**src/cstsum_pkg.sv**
```systemverilog
`timescale 1ns / 1ps
`default_nettype none
// ----------------------------------------------------------------------------
// cstsum_pkg: shared types and constants for the subarray target-sum counter
// Default sizes, fixed field widths and the control word that walks the chain.
// ----------------------------------------------------------------------------
package cstsum_pkg;

  localparam int DEPTH_DEFAULT       = 1024;
  localparam int VALUE_BITS_DEFAULT  = 16;

  // Widths that follow from the default sizes, used as module defaults below the top.
  localparam int PREFIX_BITS_DEFAULT = VALUE_BITS_DEFAULT + $clog2(DEPTH_DEFAULT) + 1;
  localparam int TARGET_BITS         = 32;
  localparam int WANT_BITS_DEFAULT   =
    ((PREFIX_BITS_DEFAULT > TARGET_BITS) ? PREFIX_BITS_DEFAULT : TARGET_BITS) + 1;
  localparam int FILL_BITS_DEFAULT   = $clog2(DEPTH_DEFAULT + 1);
  localparam int HIT_BITS_DEFAULT    = $clog2(DEPTH_DEFAULT + 1);

  localparam int COUNT_BITS    = 20;
  localparam int OUT_DATA_BITS = ((COUNT_BITS + 7) / 8) * 8;
  localparam logic [COUNT_BITS-1:0] COUNT_MAX = {COUNT_BITS{1'b1}};

  // Control word of one query as it moves from cell to cell.
  typedef struct packed {
    logic valid;    // a query occupies this stage
    logic last;     // final element of the array
    logic dropped;  // element arrived with the store full; it only carries its mark
  } ctrl_t;

endpackage
`default_nettype wire

```
**src/cstsum_cell.sv**
```systemverilog
`timescale 1ns / 1ps
`default_nettype none
// ----------------------------------------------------------------------------
// cstsum_cell: one cell of the prefix chain
// Holds one stored prefix, scores a passing query against it and hands the
// query on to the next cell.
// ----------------------------------------------------------------------------
module cstsum_cell #(
  parameter int CELL_INDEX  = 0,
  parameter int PREFIX_BITS = cstsum_pkg::PREFIX_BITS_DEFAULT,
  parameter int WANT_BITS   = cstsum_pkg::WANT_BITS_DEFAULT,
  parameter int FILL_BITS   = cstsum_pkg::FILL_BITS_DEFAULT,
  parameter int HIT_BITS    = cstsum_pkg::HIT_BITS_DEFAULT
) (
  input  logic                          clk,
  input  logic                          rst,
  input  logic                          advance,
  input  cstsum_pkg::ctrl_t             in_ctrl,
  input  logic signed [PREFIX_BITS-1:0] in_prefix,
  input  logic signed [WANT_BITS-1:0]   in_want,
  input  logic        [FILL_BITS-1:0]   in_idx,
  input  logic        [HIT_BITS-1:0]    in_hits,
  output cstsum_pkg::ctrl_t             out_ctrl,
  output logic signed [PREFIX_BITS-1:0] out_prefix,
  output logic signed [WANT_BITS-1:0]   out_want,
  output logic        [FILL_BITS-1:0]   out_idx,
  output logic        [HIT_BITS-1:0]    out_hits
);

  logic signed [PREFIX_BITS-1:0] stored;
  logic                          live;
  logic                          hit;
  logic                          write_here;

  assign live       = in_ctrl.valid && !in_ctrl.dropped;
  // Only prefixes stored earlier in this array (lower index) are compared.
  assign hit        = live && (in_idx > FILL_BITS'(CELL_INDEX)) &&
                      (WANT_BITS'(stored) == in_want);
  assign write_here = live && (in_idx == FILL_BITS'(CELL_INDEX));

  always_ff @(posedge clk) begin
    if (rst) begin
      out_ctrl <= '0;
    end else if (advance) begin
      out_ctrl <= in_ctrl;
    end
  end

  always_ff @(posedge clk) begin
    if (advance) begin
      out_prefix <= in_prefix;
      out_want   <= in_want;
      out_idx    <= in_idx;
      out_hits   <= in_hits + HIT_BITS'(hit);
      if (write_here) begin
        stored <= in_prefix;
      end
    end
  end

endmodule
`default_nettype wire

```
**config.mk**
```make
export PLATFORM = sky130hd
export DESIGN_NAME = cstsum_cell
export DESIGN_NICKNAME = d
export VERILOG_FILES = /design/src/cstsum_pkg.sv /design/src/cstsum_cell.sv
export SDC_FILE = /design/constraint.sdc
export NUM_CORES = 1
export LEC_CHECK = 0
export ABC_AREA = 1
export BUFFER_PORTS_ARGS = -buffer_cell sky130_fd_sc_hd__buf_2
export CAP_MARGIN = 20
export CORE_MARGIN = 4
export CORE_UTILIZATION = 35
export CTS_CLUSTER_SIZE = 14
export DETAILED_ROUTE_END_ITERATION = 16
export PLACE_DENSITY = 0.6
export SYNTH_ARGS = -nofsm -noshare
export SYNTH_HDL_FRONTEND = slang
export SYNTH_SLANG_ARGS = --single-unit
```
**constraint.sdc**
```tcl
create_clock -name clk -period 4.85 [get_ports clk]
set_input_delay 0.2425 -clock clk [delete_from_list [all_inputs] [get_ports clk]]
set_output_delay 0.2425 -clock clk [all_outputs]
set_load 0.005 [all_outputs]
```
Word-level counts from Yosys, hierarchy flattened

Index checks and enable logic that the tools add are counted.

Bits in registers: 112
Bits in latches: 0
Bits in writable memories: 0
Bits in read-only memories: 0
Bits of input ports: 88
Output and inout port bits: 85
Word-level logic and storage cells: 18
Memories: 0

Add/subtract/negate cells: 1
$mul: 0
Divide/modulo/power cells: 0
Order comparisons: 1
Eq/ne operators: 1
Shift operators: 0
Multiplexer cells: 0
Bitwise gates (word level): 0
Reductions and logical operators: 7

Operator list:

| operator            | count |
|---|---|
| $eq 27x33->1        | 1 |
| $add 11x1->11       | 1 |
| $gt 11x1->1 const B | 1 |
| $logic_not 11->1    | 1 |
| $logic_and 1x1->1   | 4 |
| $reduce_and 2->1    | 1 |
| $logic_not 1->1     | 1 |

Logic depth before layout (Yosys ltp)

Depth after elaboration: 5
Gate-level depth with buffers: 14
Gate-level depth less buffers: 14

Least setup slack after synthesis

Ideal clock, no wire load.

Path type: input to register
Start point: in in_idx[10]
End point: reg stored[0] (enable)
Setup time: 0.479 ns
Arrival time: 3.150 ns
Required time: 4.371 ns
Setup slack: 1.221 ns
Stages: 5
Buffers on the path: 0
Cells stage by stage: nor2_1 > nand2_1 > nor2_1 > nand3_1 > nor4_1

Cells in the longest elaborated chain, start to end: 3

Ends and longest elaborated chain:

| item                              | line              | RTL |
|---|---|---|
| start, declared                   | cstsum_cell.sv:21 | `input logic [FILL_BITS-1:0] in_idx,` |
| $logic_not 11->1                  | cstsum_cell.sv:39 | `assign write_here = live && (in_idx == FILL_BITS'(CELL_INDEX));` |
| $logic_and 1x1->1                 | cstsum_cell.sv:39 |  |
| $reduce_and 2->1 (no source line) | --                |  |
| end signal, assigned              | cstsum_cell.sv:56 | `stored <= in_prefix;` |
| end, declared                     | cstsum_cell.sv:30 | `logic signed [PREFIX_BITS-1:0] stored;` |

Every way passes these cells.
A chain may end at the register's enable or synchronous reset.

Worst setup path in the final report

Start point: reg stored[26]
End point: reg out_hits[10] (data pin)

Cells in the longest elaborated chain, start to end: 3

Ends and longest elaborated chain:

| item                 | line              | RTL |
|---|---|---|
| $eq 27x33->1         | cstsum_cell.sv:38 | `(WANT_BITS'(stored) == in_want);` |
| $logic_and 1x1->1    | cstsum_cell.sv:37 | `assign hit = live && (in_idx > FILL_BITS'(CELL_INDEX)) &&` |
| $add 11x1->11        | cstsum_cell.sv:54 | `out_hits <= in_hits + HIT_BITS'(hit);` |
| end signal, assigned | cstsum_cell.sv:54 |  |
| end, declared        | cstsum_cell.sv:27 | `output logic [HIT_BITS-1:0] out_hits` |

Every way passes these cells.

==> impl_results.md <==
- Status: complete, no violations
- Sw Ratio: between 20 and 25%
- Distinct cells, synth: 22
- CTS tree: done
- Max clock buf depth: 2
- Vias in the first global route: 2880
- Largest net degree at the start of global routing: 47
- RSZ-0062 raised after global routing: no
- Rows: 39
- Post-cts hold buffer count: 0
- Fin util: between 40 and 50%
- Grt total ovfl: 0
- CTS buffer count: 9
- Worst setup EP type: register
- Crit share post-route: roughly 45%
- DR WL/cell: roughly 14 um
- Finish-stage setup viols: 0
- Switch Pwr: 416.5 uW
- Die width: ~120 um
- Cell Pwr Density: 361.7 mW/mm^2
- Required @ worst endpoint: between 4000 and 5000 ps
- Gr busiest metal: met2
- Post-synth EDFFs: ~110
- Async set-reset flop share out of synthesis: 0%
- Ranking of synthesized cells by area: edfxtp_1, nand2_1, inv_1
- Antenna violations before repair: 1
- Startpoint types: register
- Worst Path Max Fanout: 5
- Worst-skew pair later-pin latency: 350 ps
- Synth Instances: 302
- # Max-Cap Violations: 0
- Area delta synth->final: 32.15%
- Seq. cell area: around 0.0033 mm^2
- IO Port Bufs: roughly 170
- Global Route met1 Usage: roughly 15%
- Min Tclk post-route: ~2200 ps
- CP Data Arrival Time: around 2300 ps
- CTS-repair resized insts: 0
- Layout cell share with drive strength beyond 1: between 30% and 40%
- Die height: ~120 um
- Combinational Power Share: under 10%
- Gr usage total: a little over an eighth
- Synth area leader: edfxtp_1
- Synth Flop Type: edfxtp_1
- Commonest non-fill, non-tap cell in the layout: buf_2
- Post-Synthesis Cell Area: between 0.004 and 0.005 mm^2
- Final Max Tran Viols: 0
- Clock share of power: a little over a third
- GR Util met3: 4.998%
- Worst Hold Class: primary input to register
- First-pass GRT wire length: roughly 14 mm
- WL final: about 9 mm
- Max transition margin: 60.88%
- H-tree level count: 3
- Syn avg cell area: 13.93 um^2
- CTS Root Cell: clkbuf_16
- DRC: 0
- Max VDD drop: approximately 0.23 mV
- Via count: 2761
- Setup CP Type: register to register
- # diodes: 0
- Final Hold Fails: 0
- Die ar.: about 0.014 mm^2
- Sequential share of the synthesized area: 79.24%
- Ys Warns: 0
- Routed Antenna Nets: 0
- Most frequent cells in the layout: buf_2, edfxtp_1, nand2_1, inv_1, nor2_1
- Vias per cell: about 4.3
- Initial Utilization: 36.22%
- NumNets Final: about 580
- CTS clk-pin slew, worst paths: approximately 70 ps
- Worst-margin pin slew: 586.9 ps
- Area of the multi-input gates: between 700 and 800 um^2
- Sequential Power Share: between 50% and 60%
- Setup TNS: 0 ps
- Met2 usage: 21.74%
- DP HPWL: about 6.9 mm
- GP Congestion: 0.7758
- Pleak: 0.002493 uW
- Cell Int Power: about 1600 uW
- Ports: ~170
- Post-synth top area share: 77.81%
- Core area: between 0.01 and 0.015 mm^2
- Fmax: 0.4537 GHz
- Mapped Nets: between 300 and 400
- FILL cells: about 1.1k
- Worst Skew: roughly 6.3 ps
- Clock Sinks: approximately 110
- DR iter-0 viols: between 100 and 150
- Postcts setup bufs: 0
- Drt pass-1 iters: 4
- Synth Register Bits: approximately 110
==> kinds of logic after synthesis <==
| kind of cell | after synthesis | share of synthesized area, % |
|---|---|---|
| adders and majority gates | 2 | 0.5948 |
| AOI/OAI and AO/OA | 7 | 1.012 |
| and+or+nand+nor | 122 | 12.11 |
| DFF | 112 | 79.24 |
| xor gates and xnor gates | 15 | 3.123 |
| buffers and inverters | 44 | 3.926 |
==> cells in the mapped netlist (2+ instances only) <==
master    instances
nand2_1          76
ha_1              2
nand3_2           3
xnor2_1           4
edfxtp_1        109
nor2_1           32
o21ai_0           2
a21oi_1           2
nand3_1           4
dfxtp_1           3
inv_1            44
xor2_1           11
==> sequential cells by signal, indices dropped and copies added (netlist names) <==
name        cells
out_hits       11
out_prefix     27
out_ctrl        3
out_want       33
stored         27
out_idx        11
==> power by group through the flow <==
stage / clock (uW) / sequential [uW] / combinational (uW)
after floorplan: 0 / 1170 / 22.5
after global placement: 0 / 1160 / 157
after detailed placement: 0 / 1160 / 160
after CTS: 745 / 1140 / 160
after global routing: 785 / 1140 / 174
final: 718 / 1140 / 155
==> metal layers <==
| metal | wire length [um] | vias up |
|---|---|---|
| met5 | 18 | - |
| met4 | 179 | 2 |
| met3 | 780 | 14 |
| met2 | 4358 | 117 |
| met1 | 3653 | 1245 |
| li1 | - | 1383 |
==> area by class of cell <==
cell class                 count  area share [%]
sequential                   112           59.96
timing repair buffer         174           15.80
multi-input combinational    146           12.85
clock buffer                  10           4.119
tap                          143           3.219
inverter                      44           2.971
clock inverter                 6           1.080
==> path summary, 6_finish.rpt <==
path,startpoint,endpoint,slack [ps],cells after the start
worst min-delay path,in_prefix[26],stored[26],80,1
worst max-delay path,stored[26],out_hits[10],2650,12
worst max register to register,stored[26],out_hits[10],2650,12
worst min register to register,out_ctrl[0],out_ctrl[0],470,2
==> stage by stage <==
stage / instance area, um^2 / hold slack, ps / std cells / setup WS, ps / power, uW
after floorplan: 4207 / 311.6 / 302 / 1221 / 1192
after global placement: 5270 / 434.5 / 619 / 2518 / 1315
after detailed placement: 5270 / 434.1 / 619 / 2472 / 1319
after CTS: 5559 / 61.18 / 635 / 2559 / 2044
after global routing: 5559 / 58.33 / 635 / 2383 / 2102
final: 5559 / 76.95 / 635 / 2646 / 2011
==> critical path, stage by stage, from the launching register on <==
cell	delay, ps
edfxtp_1	450
xor2_1	190
nor2_1	90
nand2_1	60
nor2_1	90
nand2_1	80
nor2_1	110
ha_1	180
ha_1	200
nand3_2	110
nor2_2	160
nand3_1	100
xnor2_1	130
Note: power is estimated with default switching activity, not from simulation.
